## src/hw/rtl/pinhole_point_projector_top_defines.svh

```systemverilog
// Assertion macros shared by the projector RTL.
`ifndef PINHOLE_POINT_PROJECTOR_TOP_DEFINES_SVH
`define PINHOLE_POINT_PROJECTOR_TOP_DEFINES_SVH

// Same-cycle implication, checked outside reset.
`define PPP_ASSERT_NOW(lbl, ante, cons, msg) \
  lbl: assert property (@(posedge clk_i) disable iff (!rst_ni) (ante) |-> (cons)) else $error(msg);

// Next-cycle implication, checked outside reset.
`define PPP_ASSERT_NEXT(lbl, ante, cons, msg) \
  lbl: assert property (@(posedge clk_i) disable iff (!rst_ni) (ante) |=> (cons)) else $error(msg);

`endif

```

## src/hw/rtl/ppp_pkg.sv

```systemverilog
`timescale 1ns / 1ps
package ppp_pkg;

  localparam int IN_W      = 24;  // input coordinate width, Q14.10
  localparam int OUT_W     = 24;  // output coordinate width, Q16.8
  localparam int CFG_W     = 60;  // configuration data width
  localparam int IDX_W     = 3;   // configuration index width
  localparam int E_W       = 20;  // packed matrix entry width
  localparam int P_W       = 25;  // flipped point coordinate
  localparam int S_W       = 47;  // R*p + t accumulator, 28 fraction bits
  localparam int C_W       = 30;  // camera-space coordinate, Q.10
  localparam int H_W       = 50;  // homogeneous image coordinate
  localparam int N_W       = 58;  // scaled dividend
  localparam int D_W       = 49;  // divisor magnitude
  localparam int DIV_STEPS = 24;  // quotient bits, one per stage
  localparam int DIV_LAT   = DIV_STEPS + 1;
  localparam int RND_SHIFT = 18;

  localparam logic [OUT_W-1:0] OUT_MAX     = 24'h7F_FFFF;
  localparam logic [OUT_W-1:0] OUT_MIN_MAG = 24'h80_0000;

  // Configuration register indexes.
  typedef enum logic [IDX_W-1:0] {
    REG_K0, REG_K1, REG_K2, REG_R0, REG_R1, REG_R2, REG_T, REG_FLIP
  } reg_idx_e;

  typedef logic signed [P_W-1:0] coord_t;

  typedef struct packed {
    coord_t x;
    coord_t y;
    coord_t z;
  } point_t;

  typedef struct packed {
    logic [2:0][CFG_W-1:0] k;
    logic [2:0][CFG_W-1:0] r;
    logic [CFG_W-1:0]      t;
    logic                  flip;
  } cfg_t;

  typedef struct packed {
    logic [OUT_W-1:0] u;
    logic [OUT_W-1:0] v;
    logic             inv;
  } result_t;

  // Extract packed signed entry idx (0..2) of a register word.
  function automatic logic signed [E_W-1:0] entry(input logic [CFG_W-1:0] word,
                                                  input int idx);
    entry = word[idx*E_W +: E_W];
  endfunction

endpackage

```

## src/hw/rtl/ppp_front.sv

```systemverilog
`timescale 1ns / 1ps
module ppp_front import ppp_pkg::*; (
  input  logic            push_i,
  input  logic            q_full_i,
  input  logic [IN_W-1:0] point_x_i,
  input  logic [IN_W-1:0] point_y_i,
  input  logic [IN_W-1:0] point_z_i,
  input  cfg_t            cfg_i,
  output logic            q_push_o,
  output point_t          q_data_o
);

  coord_t ext_y;

  // A transaction enters the queue whenever there is room.
  assign q_push_o = push_i && !q_full_i;

  // Apply the axis flip; a widened negation is exact.
  assign ext_y        = coord_t'(signed'(point_y_i));
  assign q_data_o.x   = coord_t'(signed'(point_x_i));
  assign q_data_o.y   = cfg_i.flip ? -ext_y : ext_y;
  assign q_data_o.z   = -coord_t'(signed'(point_z_i));

endmodule

```

## config.mk

```make
export PLATFORM = sky130hd
export DESIGN_NAME = ppp_front
export DESIGN_NICKNAME = d
export VERILOG_FILES = /design/src/hw/rtl/pinhole_point_projector_top_defines.svh /design/src/hw/rtl/ppp_pkg.sv /design/src/hw/rtl/ppp_front.sv
export SDC_FILE = /design/constraint.sdc
export NUM_CORES = 1
export LEC_CHECK = 0
export BUFFER_PORTS_ARGS = -buffer_cell sky130_fd_sc_hd__buf_4
export CORE_AREA = 2 2 219 221
export DETAILED_ROUTE_END_ITERATION = 16
export DIE_AREA = 0 0 221 223
export MAX_ROUTING_LAYER = met4
export REMOVE_ABC_BUFFERS = 1
export SYNTH_ARGS = -nofsm -noshare
export SYNTH_HDL_FRONTEND = slang
export SYNTH_SLANG_ARGS = --single-unit
```

## constraint.sdc

```tcl
create_clock -name vclk -period 4.1
set_input_delay 0.41 -clock vclk [all_inputs]
set_output_delay 0.41 -clock vclk [all_outputs]
set_load 0.01 [all_outputs]
```

; After elaboration in Yosys (flattened, before gate mapping)
; Cells that the tools add are included.
[word_totals]
in_bits = 495
output_inout_bits = 76
regBits = 0
word_cells = 5
[op_classes]
mux = 1
n_reduce_logical = 2
n_addsub = 2
[op_table]
columns = cell, count
row1 = negation 24 -> 25 bit, 2
row2 = two-way mux 25 bit, 1
row3 = logical AND 1 bit, 1
row4 = zero test 1 bit, 1

; Longest topological paths before layout
[depth]
depth_word = 2
mapped_depth = 6
ltp_nobuf = 6

; Worst setup path before layout
; OpenSTA, ideal clock, no wires.
[synth_path]
path_kind = input -> output
startpoint = input point_z_i[0]
endpoint = output q_data_o[10] (netlist name)
n_path_buf = 0
t_arrival_ps = 1735
slack_ps = 1955
required_ps = 3690
cell_stages = 6
path_cell_list = inv_1 > ha_1 > nor3b_1 > nand2_1 > or4_1 > xor2_1
[synth_lines]
columns = element, line_no
row1 = "start, declared", ppp_front.sv:7  ; input logic [IN_W-1:0] point_z_i,
row2 = "end, declared", ppp_front.sv:10  ; output point_t q_data_o

==> impl_metrics.py <==
metrics = {
    "outcome": {
        "status": "completed",
    },
    "pwr": {
        "power_density_mw_per_mm2": 81.4,
        "fin_total_pwr_uw": 203,
        "ir_drop_mv": 0.0499,
        "p_sw_uw": 92.2,
        "cellLeakagePower_nw": 0.722,
        "p_clk_share_pct": 0,
        "power_frac_comb_pct": 100.0,
        "internal_power_uw": 111,
        "seq_power_share_pct": 0,
        "p_sw_share_pct": 45.3,
    },
    "layout": {
        "design_area_mm2": 0.00250,
        "final_nets": 735,
        "seq_area_um2": 0,
        "final_cells": 851,
        "diodes": 0,
        "layout-drive-gt1-share_pct": 47.9,
        "nClkBuffers": 0,
        "nFlopsAndLatches": 0,
        "area_growth_syn_to_layout_pct": 110,
        "fillers": 5535,
    },
    "timing": {
        "period_needed_ps": 2640,
        "fmax_mhz": 379,
        "maxSlewViolCount": 0,
        "setup_ws_ps": 1460,
        "worst_slew_pin_slew_ps": 512,
        "setup_tns_ps": 0,
        "setup_viol_count_final": 0,
        "hold_viol_final": 0,
        "rsz0062_at_grt": "no",
        "relSlewSlack_pct": 65.8,
        "min_period_over_period_pct": 64.4,
    },
    "worst_hold_path": {
        "hold_path.class": "input pin to output pin",
    },
    "global_routing": {
        "grt_pass1_vias": 1365,
        "grt_pass1_wl_mm": 7.04,
        "grt_usage_pct": 1.77,
        "gr-total-overflow": 0,
        "grt_max_degree": 27,
        "antenna_found_initial": 0,
    },
    "critical_path": {
        "cp-start-kind": "input pin",
        "cp_slowest_cell": "nor3b_1",
        "path_cells": "buf_4 > inv_1 > ha_1 > nor3b_1 > nand3_1 > nor4_2 > xnor2_1 > buf_4",
        "endpoint": "q_data_o[18]",
        "critPathMaxFanout": 6,
        "worstSetupStartpoint": "point_z_i[0]",
        "cp.required_ps": 3690,
        "cp_slowest_stage_delay_ps": 460,
        "end_kind": "output pin",
        "cpMostUsedCell": "buf_4",
        "arrival_ps": 2230,
        "worstSetupPathType": "input pin to output pin",
    },
    "drt": {
        "drtAntennaViolNets": 0,
        "via_count": 1464,
        "first_pass_iters": 4,
        "wl_mm": 5.01,
        "wl_met3_um": 999,
        "post_drt_wl_per_cell_um": 5.89,
        "vias_per_cell": 1.72,
        "highest-signal-layer": "met4",
        "dr.first_iter.drc_count": 41,
        "wl_met1_mm": 1.84,
        "wl_met2_mm": 2.11,
        "drc": 0,
    },
    "place": {
        "hpwl_mm": 4.33,
        "placed_cells": 851,
        "gp_congestion": 0.803,
        "dpl_cell_area_mm2": 0.00250,
        "io_buffers": 102,
        "dp_slack_ps": 1450,
    },
    "die": {
        "die_h_um": 223,
        "core_mm2": 0.0471,
        "rows": 80,
        "boundaryPins": 571,
        "die_w_um": 221,
        "start_util_pct": 2.52,
        "die-area_mm2": 0.0493,
    },
    "clock_tree": {
        "cts_resized": 0,
        "postCtsSetupBuffers": 0,
        "hold_buffers": 0,
    },
    "logic_synthesis": {
        "ys_seq_area_share_pct": 0,
        "synthCells": 165,
        "syn_area_per_cell_um2": 7.19,
        "ys_types": 32,
        "syn_area_mm2": 0.00119,
        "synth_warnings": 0,
    },
    "flow_run": {
        "drv_cap": 0,
    },
}
## synthesized netlist by cell type, types with 2 or more instances
cell,instances,area share (%)
buf_4,27,17
clkbuf_1,3,0.95
ha_1,2,2.1
inv_1,5,1.6
nand2_1,12,3.8
nand2b_1,2,1.1
nand3_1,3,1.3
nand4b_1,2,1.5
nor2_1,11,3.5
nor2b_1,2,1.1
nor3_1,10,4.2
nor3_2,2,1.7
nor4_2,4,4.2
o21ai_0,8,3.4
o31ai_1,7,4.4
o41ai_1,5,3.7
or3_1,4,2.1
xnor2_1,39,29
xor2_1,4,3.0
## routing by layer
layer  track usage [%]  up-vias
met5                 -        -
met4             0.238        0
met3              1.70        7
met2              2.39      118
met1              1.88      644
li1                  -      695
## kinds of logic after synthesis
group | share of synthesized area, %
AO/OA/AOI/OAI | 12.7
XOR/XNOR | 31.8
adder cells (fa/ha/maj) | 2.11
buffers and inverters | 20.6
multiplexers | 0.844
AND/OR/NAND/NOR | 32.1
## worst min path at each step
stage | start | end | slack [ps] | depth (start not counted)
4_1_cts | point_x_i[3] | q_data_o[53] | 820 | 0
5_1_grt | point_x_i[14] | q_data_o[64] | 820 | 0
2_1_floorplan | point_z_i[0] | q_data_o[0] | 820 | 0
3_3_place_gp | point_x_i[3] | q_data_o[53] | 820 | 0
6_report | point_x_i[3] | q_data_o[53] | 820 | 0
3_5_place_dp | point_x_i[3] | q_data_o[53] | 820 | 0
## power groups by stage
stage          Combinational, mW  Sequential [mW]  Clock (mW)
3_3_place_gp               0.202                0           0
6_report                   0.203                0           0
2_1_floorplan             0.0747                0           0
3_5_place_dp               0.203                0           0
5_1_grt                    0.217                0           0
4_1_cts                    0.204                0           0
## layout make-up
class	count	area (µm²)	share of cell area (%)
Tap cell	615	769	30.8
Timing Repair Buffer	102	766	30.7
Inverter	5	18.8	0.752
Multi-Input combinational cell	129	942	37.7
## stage by stage
stage | hold slack (ps) | util [%]
final | 820 | 5.29
after detailed placement | 820 | 5.29
after global routing | 820 | 5.29
after CTS | 820 | 5.29
after floorplan | 820 | -
after global placement | 820 | 5.29
## critical path: cells and delay by family
family	cells	cell delay, ps
XOR/XNOR	1	150
buffers and inverters	3	320
AND/OR/NAND/NOR	3	1180
adder cells (fa/ha/maj)	1	160
## cell usage in the layout (no fill, tap or decap), drive strengths merged, types with 2 or more instances in the layout
| master | netlist | layout |
|---|---|---|
| buf | 28 | 102 |
| ha | 2 | 2 |
| inv | 5 | 5 |
| nand2 | 12 | 12 |
| nand2b | 2 | 2 |
| nand3 | 4 | 4 |
| nand4b | 2 | 2 |
| nor2 | 11 | 11 |
| nor2b | 2 | 2 |
| nor3 | 12 | 12 |
| nor4 | 6 | 6 |
| o21ai | 8 | 8 |
| o31ai | 7 | 7 |
| o41ai | 5 | 5 |
| or3 | 6 | 6 |
| or4 | 2 | 2 |
| xnor2 | 39 | 39 |
| xor2 | 4 | 4 |
No activity file was read; power rests on OpenSTA's default activity.
