## config.mk

```make
export PLATFORM = sky130hd
export DESIGN_NAME = ppp_fifo
export DESIGN_NICKNAME = d
export VERILOG_FILES = /design/src/hw/rtl/pinhole_point_projector_top_defines.svh /design/src/hw/rtl/ppp_fifo.sv
export SDC_FILE = /design/constraint.sdc
export NUM_CORES = 1
export LEC_CHECK = 0
export ABC_AREA = 0
export ABC_CLOCK_PERIOD_IN_PS = 4100
export BUFFER_PORTS_ARGS = -buffer_cell sky130_fd_sc_hd__buf_2
export CAP_MARGIN = 25
export CORE_MARGIN = 3
export CORE_UTILIZATION = 35
export CTS_CLUSTER_SIZE = 24
export DETAILED_ROUTE_END_ITERATION = 6
export HOLD_SLACK_MARGIN = 0.06
export REMOVE_ABC_BUFFERS = 1
export SYNTH_ARGS = -nofsm -noshare
export SYNTH_HDL_FRONTEND = slang
export SYNTH_SLANG_ARGS = --single-unit
```

## constraint.sdc

```tcl
create_clock -name clk_i -period 4.1 [get_ports clk_i]
set_clock_uncertainty 0.15 [all_clocks]
set_input_delay 0.82 -clock clk_i [delete_from_list [all_inputs] [get_ports clk_i]]
set_output_delay 0.82 -clock clk_i [all_outputs]
set_load 0.01 [all_outputs]
```

## src/hw/rtl/pinhole_point_projector_top_defines.svh

```systemverilog
// Assertion macros shared by the projector RTL.
`ifndef PINHOLE_POINT_PROJECTOR_TOP_DEFINES_SVH
`define PINHOLE_POINT_PROJECTOR_TOP_DEFINES_SVH

// Same-cycle implication, checked outside reset.
`define PPP_ASSERT_NOW(lbl, ante, cons, msg) \
  lbl: assert property (@(posedge clk_i) disable iff (!rst_ni) (ante) |-> (cons)) else $error(msg);

// Next-cycle implication, checked outside reset.
`define PPP_ASSERT_NEXT(lbl, ante, cons, msg) \
  lbl: assert property (@(posedge clk_i) disable iff (!rst_ni) (ante) |=> (cons)) else $error(msg);

`endif

```

## src/hw/rtl/ppp_fifo.sv

```systemverilog
`timescale 1ns / 1ps
module ppp_fifo #(
  parameter int WIDTH = 8,
  parameter int DEPTH = 2
) (
  input  logic             clk_i,
  input  logic             rst_ni,
  input  logic             push_i,
  input  logic [WIDTH-1:0] data_i,
  output logic             full_o,
  input  logic             pop_i,
  output logic [WIDTH-1:0] data_o,
  output logic             empty_o
);

  localparam int PTR_W = (DEPTH > 1) ? $clog2(DEPTH) : 1;
  localparam int CNT_W = $clog2(DEPTH + 1);

  logic [WIDTH-1:0] mem_q [DEPTH];
  logic [PTR_W-1:0] wr_ptr_q, wr_ptr_d, rd_ptr_q, rd_ptr_d;
  logic [CNT_W-1:0] cnt_q, cnt_d;
  logic             do_push, do_pop;

  assign full_o  = (cnt_q == CNT_W'(DEPTH));
  assign empty_o = (cnt_q == '0);
  assign do_push = push_i && !full_o;
  assign do_pop  = pop_i && !empty_o;
  assign data_o  = mem_q[rd_ptr_q];

  // Pointer and occupancy update.
  always_comb begin
    wr_ptr_d = wr_ptr_q;
    rd_ptr_d = rd_ptr_q;
    cnt_d    = cnt_q;
    if (do_push) begin
      wr_ptr_d = (wr_ptr_q == PTR_W'(DEPTH - 1)) ? '0 : wr_ptr_q + PTR_W'(1);
    end
    if (do_pop) begin
      rd_ptr_d = (rd_ptr_q == PTR_W'(DEPTH - 1)) ? '0 : rd_ptr_q + PTR_W'(1);
    end
    if (do_push && !do_pop) begin
      cnt_d = cnt_q + CNT_W'(1);
    end else if (do_pop && !do_push) begin
      cnt_d = cnt_q - CNT_W'(1);
    end
  end

  always_ff @(posedge clk_i or negedge rst_ni) begin
    if (!rst_ni) begin
      wr_ptr_q <= '0;
      rd_ptr_q <= '0;
      cnt_q    <= '0;
    end else begin
      wr_ptr_q <= wr_ptr_d;
      rd_ptr_q <= rd_ptr_d;
      cnt_q    <= cnt_d;
    end
  end

  // Storage needs no reset.
  always_ff @(posedge clk_i) begin
    if (do_push) begin
      mem_q[wr_ptr_q] <= data_i;
    end
  end

endmodule

```

# After elaboration in Yosys (flattened, before gate mapping)
# Memory sizes are Yosys's and may differ from the RTL's.
# Cells that the tools add are included.
[op_classes]
eq_ne = 1
mux = 6
addsub = 4
reduce_logical = 10
[ops]
columns = ["operator", "count"]
rows = [
  ["logical AND 1 bit", 4],
  ["zero test 1 bit", 4],
  ["2-to-1 mux 1 bit", 4],
  ["2-to-1 mux 2 bit", 2],
  ["adder 1 bit (second input constant)", 2],
  ["adder 2 x 1 -> 2 bit (second input constant)", 1],
  ["equality test 2 bit (second input constant)", 1],
  ["zero test 2 bit", 1],
  ["nonzero test 2 bit", 1],
  ["subtractor 2 x 1 -> 2 bit (second input constant)", 1],
]
[totals]
n_memories = 1
regBits = 4
word_cells = 25
mem_bits_rw = 16
out_inout_bits = 10
[mem_list]
columns = ["name", "words", "width", "rd", "rd_ports_with_merged_regs", "write_ports", "line", "source"]
rows = [
  ["mem_q", 2, 8, 1, 0, 1, "ppp_fifo.sv:19", "logic [WIDTH-1:0] mem_q [DEPTH];"],
]

# Logic depth before layout (Yosys ltp)
# Gate-level depths: netlist (run 1).
[depth]
depth_word = 7
mapped_depth = 7
depth_no_buf = 7

# Least setup slack after synthesis (run 1)
# Ideal clock, no wire load.
[synth_timing]
path_type = "register -> output"
from = "reg rd_ptr_q"
to = "out data_o[0]"
required_time_ns = 3.130
stages_incl_launch_ff = 3
path_slack_ns = 2.266
arrival_time_ns = 0.864
path_cell_list = "dfrtp_1 -> buf_2 -> mux2_1"
[synth_between]
elab_chain_len = 1
[synth_lines]
columns = ["item", "line", "source"]
rows = [
  ["start, declared", "ppp_fifo.sv:20", "logic [PTR_W-1:0] wr_ptr_q, wr_ptr_d, rd_ptr_q, rd_ptr_d;"],
  ["start signal, assigned", "ppp_fifo.sv:55", "rd_ptr_q <= rd_ptr_d;"],
  ["memory read (2 x 8 bit)", "n/a", ""],
  ["end, declared", "ppp_fifo.sv:12", "output logic [WIDTH-1:0] data_o,"],
]
# Every way passes these cells.

# Worst setup path in the final report (run 1)
[layout_timing]
from = "reg rd_ptr_q"
to = "out data_o[7]"
# Same word-level chain as after synthesis.

==> results of run 1 <==
## critical path: stages, from the launching register on
cell	delay [ps]
dfrtp_1	600
mux2_2	380
buf_2	140
## cell usage after synthesis (all sizes together), types with 2 or more instances
master / number
edfxtp: 16
mux2: 8
dfrtp: 4
nor2: 3
xnor2: 3
inv: 2
xor2: 2
## per-stage QoR
step / power, mW / util / hold WS [ps] / cell area [um2]
CTS: 0.6368 / 0.4614 / 157.9 / 942.2
detailed placement: 0.5423 / 0.4485 / 361.1 / 915.9
floorplan: 0.4657 / - / 334.5 / 777.0
global placement: 0.5368 / 0.4485 / 353.0 / 915.9
finish: 0.6248 / 0.4614 / 160.7 / 942.2
global route: 0.6751 / 0.4614 / 138.7 / 942.2
## flip-flops by register name (all words and copies together), names as in the netlist
register,flops
mem_q,16
cnt_q,2
rd_ptr_q,1
wr_ptr_q,1
## power breakdown
group | internal (mW) | total [mW] | switching, mW
combinational | 0.104 | 0.204 | 0.100
sequential | 0.284 | 0.328 | 0.0437
clock | 0.0378 | 0.0930 | 0.0552
## cell type report
cell class / instances / area [um2] / share of cell area
Inverter: 2 / 7.507 / 0.007968
Tap cell: 27 / 33.78 / 0.03586
Multi-Input combinational cell: 21 / 188.9 / 0.2005
Sequential cell: 20 / 580.6 / 0.6162
Timing Repair Buffer: 21 / 105.1 / 0.1116
Clock buffer: 4 / 26.28 / 0.02789
## logic make-up after synthesis
| logic type | Yosys count |
|---|---|
| xor+xnor | 5 |
| buf+inv | 3 |
| simple gates | 6 |
| flops | 20 |
| compound gates | 1 |
| mux | 8 |
| fa+ha+maj | 1 |
## per-layer routing
metal	up-vias	GRT usage	wire (um)
met3	2	0.02817	74
met2	12	0.1571	555
met5	-	0	0
met1	196	0.1171	513
li1	208	-	-
met4	0	0.07660	12
## worst paths after layout
kind / end / slack, ps / cells after the start
max: data_o[7] / 1730 / 2
min: cnt_q[1] / 160 / 1
max reg2reg: mem_q[0][3] / 2330 / 3
min reg2reg: cnt_q[1] / 380 / 1
max in group asynchronous: wr_ptr_q / 3510 / 1
min in group clk_i: cnt_q[1] / 380 / 1
## cells in the final DEF, fill, tap and decap left out
cell type / instances
buf_2: 21
edfxtp_1: 16
mux2_1: 6
dfrtp_1: 4
nor2_1: 3
clkbuf_4: 3
mux2_2: 2
inv_1: 2
xnor2_1: 2
xor2_1: 2
nand2b_1: 1
nand2_2: 1
o21ai_1: 1
and3_1: 1
xnor2_2: 1
ha_1: 1
clkbuf_1: 1
==> results by group, run 1 <==
Placement
  • Placer Congestion: between 0.6 and 0.7
  • Number of port buffers: 21
  • Post-Place Cells: 91
  • Dpl hpwl: 837.4 um
  • Place WS: between 2000 and 2500 ps

Clock tree
  • PostCTS Resize Cnt: 0
  • CTS Buf Count: 3
  • Clock H-tree levels: 1
  • Post-CTS setup buffer count: 0
  • Clk_lat worst skew: 290 ps
  • CTS max path bufs: 2
  • CTS tree: yes
  • Root buffer cell: clkbuf_4
  • CTS sink cnt: 20
  • Clock-pin slew on the worst setup and hold paths: approximately 110 ps
  • Cts hold-fix bufs: 0

Routing
  • WL per Instance: between 10 and 15 um
  • DR pass1 iterations: 2
  • WL final: 1.155 mm
  • DRT iter0 DRCs: 8
  • Post-route ant nets: 0
  • DRC: 0
  • Avg Vias per Cell: 4.400
  • Vias: between 400 and 500

STA
  • PnR worst setup slack: ~1700 ps
  • Max Clock Freq: roughly 0.42 GHz
  • Total negative slack: 0 ps
  • Transition time of the tightest slew-check pin: between 600 and 700 ps
  • Final Max Slew Viols: 0
  • RSZ-0062 raised after global routing: false
  • Final Critical Period: around 2400 ps
  • Fin crit share: 0.5785
  • Relative slew slack: 0.5412
  • Fin. Hold Viols: 0
  • Final Setup Violations: 0

Setup path
  • Worst-path fanout max: 9
  • Crit. End Element: output pin
  • CP required: roughly 3100 ps
  • WS Path Type: flip-flop to output pin
  • CP Data Arrival Time: about 1400 ps
  • Crit path from: rd_ptr_q
  • Critical path launch point type: flip-flop
  • Launching point of the worst reg2reg path: cnt_q[0]

Die
  • Die area: 2838 um2
  • IO Count: 22
  • Chip width: approximately 53 um
  • Initial Utilization: 0.3830
  • Core Footprint: 2042 um2
  • Die Y: 53.27 um
  • FP Rows: 16

Outcome
  • Outcome: finished clean

Finish
  • Layout Nets: 82
  • Layout cells sized above 1: 0.4118
  • Layout area overhead: 20.48%
  • Ant. Diodes: 0
  • Non-Filler Instances: 95
  • Filler cells: 200

Power
  • Pwr Density: ~660 nW/um2
  • Static Leak: 0.3892 nW
  • Peak supply drop: between 0.2 and 0.3 mV

Synth
  • Async set-or-reset flop fraction in the synthesized netlist: 0.2000
  • Post-synthesis cell count: 44
  • Post-Synth Simple-Gate Area: 0.03840
  • Post-Syn Area per Cell: between 15 and 20 um2
  • Top cell type's share of synthesized area: 0.6144
  • Synth Cell Area: 782.0 um2
  • Post-synth top area cell: edfxtp_1
  • Compound-cell area share of the yosys netlist: 0.006400
  • Synth Area in Adders: 0.01600
  • Synth area leaders: edfxtp_1 61%, dfrtp_1 13%, mux2_1 8.6%, mux2_2 2.9%, xnor2_1 2.2%
  • Post-synthesis sequential area ratio: 0.7424
  • Post-Synth XOR/XNOR Area: 0.06560
  • EDFF count, synth: 16
  • Synth Register Bits: 20
  • Mux cell area share after synthesis: 0.1152
  • Main combinational cell family by area after synthesis: multiplexers
  • Synth Warn #: 0
  • Ys flop type: edfxtp_1
  • Netlist cell types: 15

Min path
  • Worst min path class: input port to asynchronous set/reset pin

Global route
  • GRT Overall Usage: 0.1014
  • Number of global-route vias before repair: 425
  • Global-route wire length before repair: between 1.5 and 2 mm
  • Largest net degree at the start of global routing: 12
  • Overflow after GRT: 0
  • Initial antenna violation count: 0

Job
  • Max_cap viols: 0
Power figures use the tool's default switching activity.
==> inputs of run 2 (changes only) <==
Settings changed: ABC_AREA 0 to 1, ABC_CLOCK_PERIOD_IN_PS 4100 to 2050.
Clock period 4.1 ns to 2.05 ns, I/O delays scaled along.
==> run 2 against run 1 <==
Core utilization grew 1.3 points. Setup slack lost 1500 ps. Sequential share of layout area fell by 2.8 points. Via count is 35% higher. Die area grew 3.1%. Flip-flop and latch count unchanged. Combinational power grew 140%. Final area increased by 4.8%. First-iteration DRC count is 100% higher. Global-route usage increased by 1.2 points. Highest routed layer unchanged.
==> results by group, run 2 <==
Outcome
  • Outcome: finished clean

Global route
  • Initial antenna violation count: 0
  • Largest net degree at the start of global routing: 12
  • Overflow after GRT: 0
  • GRT Overall Usage: 0.1130
  • Global-route wire length before repair: approximately 2.2 mm
  • Number of global-route vias before repair: roughly 540

Setup path
  • CP required: between 1000 and 1500 ps
  • WS Path Type: flip-flop to output pin
  • Launching point of the worst reg2reg path: cnt_q[0]
  • Most used cell, CP: nand2_1
  • CP max stage delay: about 550 ps
  • CP max stage cell: dfrtp_1
  • Crit path from: rd_ptr_q
  • Critical-path cell list: inv_2, nand2_1, nand2_1, buf_2
  • CP Data Arrival Time: 1280 ps
  • Critical path launch point type: flip-flop
  • Worst-path fanout max: 10
  • R2r worst-path depth: 6
  • Crit. End Element: output pin

Finish
  • Commonest non-fill, non-tap cells in the layout: 33 x nand2_1, 21 x buf_2, 16 x edfxtp_1
  • Top Registers: mem_q x16, cnt_q x2
  • Layout area overhead: 21.95%
  • Filler cells: 218
  • Ant. Diodes: 0
  • Commonest non-fill, non-tap cell in the layout: nand2_1
  • Final design utilization: 0.4742
  • Layout Nets: roughly 110
  • Top reg by flops: mem_q
  • Layout cells sized above 1: 0.2828
  • Largest register FFs: 16

Die
  • Die Y: around 54 um
  • IO Count: 22
  • Core Footprint: about 2100 um2
  • Initial Utilization: 0.3888
  • FP Rows: 16
  • Chip width: 54.09 um
  • Die area: slightly below 3000 um2

Synth
  • Synth Warn #: 0
  • Most frequent cells after synthesis: 33 x nand2_1, 16 x edfxtp_1, 7 x inv_1, 4 x dfrtp_1
  • Async set-or-reset flop fraction in the synthesized netlist: 0.2000
  • Post-synthesis cell count: between 70 and 80
  • Top cell type's share of synthesized area: 0.5935
  • Top-count cell post-synth: nand2_1
  • EDFF count, synth: 16
  • Ys flop type: edfxtp_1
  • Post-synth top area cell: edfxtp_1
  • Synth Cell Area: around 810 um2
  • Post-Syn Area per Cell: 11.09 um2
  • Synth Register Bits: 20
  • Netlist cell types: 14
  • Synth area leaders: edfxtp_1 59%, nand2_1 15%, dfrtp_1 12%, inv_1 3.2%, ha_1 1.5%
  • Post-synthesis sequential area ratio: 0.7172

Placement
  • Placer Congestion: about 0.81
  • Dpl hpwl: approximately 1.0 mm
  • Number of port buffers: 21

Power
  • Pwr Density: 1322 nW/um2
  • Peak supply drop: 0.5562 mV
  • Static Leak: approximately 0.47 nW
  • Power Total: about 1.3 mW

Routing
  • Met1 wire length: roughly 570 um
  • DRT iter0 DRCs: 16
  • DR pass1 iterations: 4
  • Vias: around 560
  • DRC: 0
  • WL met2: 726 um
  • Met3 WL: about 74 um
  • Top Layer Used: met4
  • Avg Vias per Cell: between 4 and 5
  • WL per Instance: between 10 and 15 um
  • Post-route ant nets: 0
  • WL final: 1.391 mm

Clock tree
  • CTS Buf Count: 3
  • Clock H-tree levels: 1
  • Clk_lat worst skew: ~280 ps
  • Clock-pin slew on the worst setup and hold paths: 110 ps
  • PostCTS Resize Cnt: 0
  • CTS tree: yes
  • Root buffer cell: clkbuf_4
  • CTS max path bufs: 2
  • CTS sink cnt: 20

STA
  • Final Max Slew Viols: 0
  • Fin crit share: 0.8975
  • Fin. Hold Viols: 0
  • Transition time of the tightest slew-check pin: approximately 340 ps
  • Relative slew slack: 0.7728
  • Final Critical Period: 1840 ps
  • Total negative slack: 0 ps
  • Max Clock Freq: around 0.54 GHz
  • Final Setup Violations: 0
  • RSZ-0062 raised after global routing: false

Job
  • Max_cap viols: 0

Min path
  • Hold path start: data_i[1]
  • Worst min path class: input port to flip-flop
  • Hold path cells: 1
## run 2: cell types whose count changed in the layout (fill, tap and decap cells not counted), sizes merged, moves of 2 or more
cell	previous run	this run
xnor2	3	1
inv	2	8
nand2	1	33
xor2	2	0
mux2	8	0
## run 2: kinds of logic after synthesis
| group | synth area share |
|---|---|
| DFF | 0.7172 |
| and+or+nand+nor | 0.2009 |
| xor gates and xnor gates | 0.01082 |
| AOI/OAI and AO/OA | 0.01237 |
| buffers and inverters | 0.04327 |
| adders and majority gates | 0.01545 |
## run 2: per-layer routing
metal,up-vias,global-route usage
met5,-,0
met4,0,0.06639
met2,16,0.1895
met3,4,0.03324
li1,286,-
met1,257,0.1263
## run 2: final timing paths
path | endpoint | slack, ps
worst max-delay path | data_o[4] | 210
worst min-delay path | mem_q[1][1] | 150
worst max register to register | cnt_q[1] | 500
worst min register to register | wr_ptr_q | 350
max in group asynchronous | rd_ptr_q | 1310
min in group asynchronous | cnt_q[0] | 320
## run 2: power by group
part / internal (mW) / switching, mW
Clock: 0.0755 / 0.105
Combinational: 0.189 / 0.292
Sequential: 0.564 / 0.0795
## run 2: what timing repair did
| action | 4_1_cts | 5_1_grt |
|---|---|---|
| hold buffers | 1 | 0 |
| setup buffers | 0 | 0 |
| hold endpoints to repair | 4 | 0 |
## run 2: area by class of cell
type	count	area, um2	area share
sequential	20	580.6	0.5881
multi-input combinational	44	193.9	0.1965
timing repair buffer	23	122.6	0.1242
tap	27	33.78	0.03422
inverter	8	30.03	0.03042
clock buffer	4	26.28	0.02662
## run 2: metrics by stage
step | setup slack, ps | hold slack [ps] | cell area (um2) | instances
after detailed placement | 460.4 | 71.54 | 950.9 | 121
after global routing | 41.35 | 128.5 | 987.2 | 126
after global placement | 479.4 | 74.39 | 950.9 | 121
after floorplan | 578.4 | -35.59 | 804.5 | 72
after CTS | 142.1 | 144.4 | 987.2 | 126
final | 210.0 | 148.2 | 987.2 | 126
## run 2: critical path: cells and delay by family (launching register included)
kind / cells / cell delay [ps]
simple gates: 2 / 150
flops: 1 / 550
buf+inv: 2 / 300
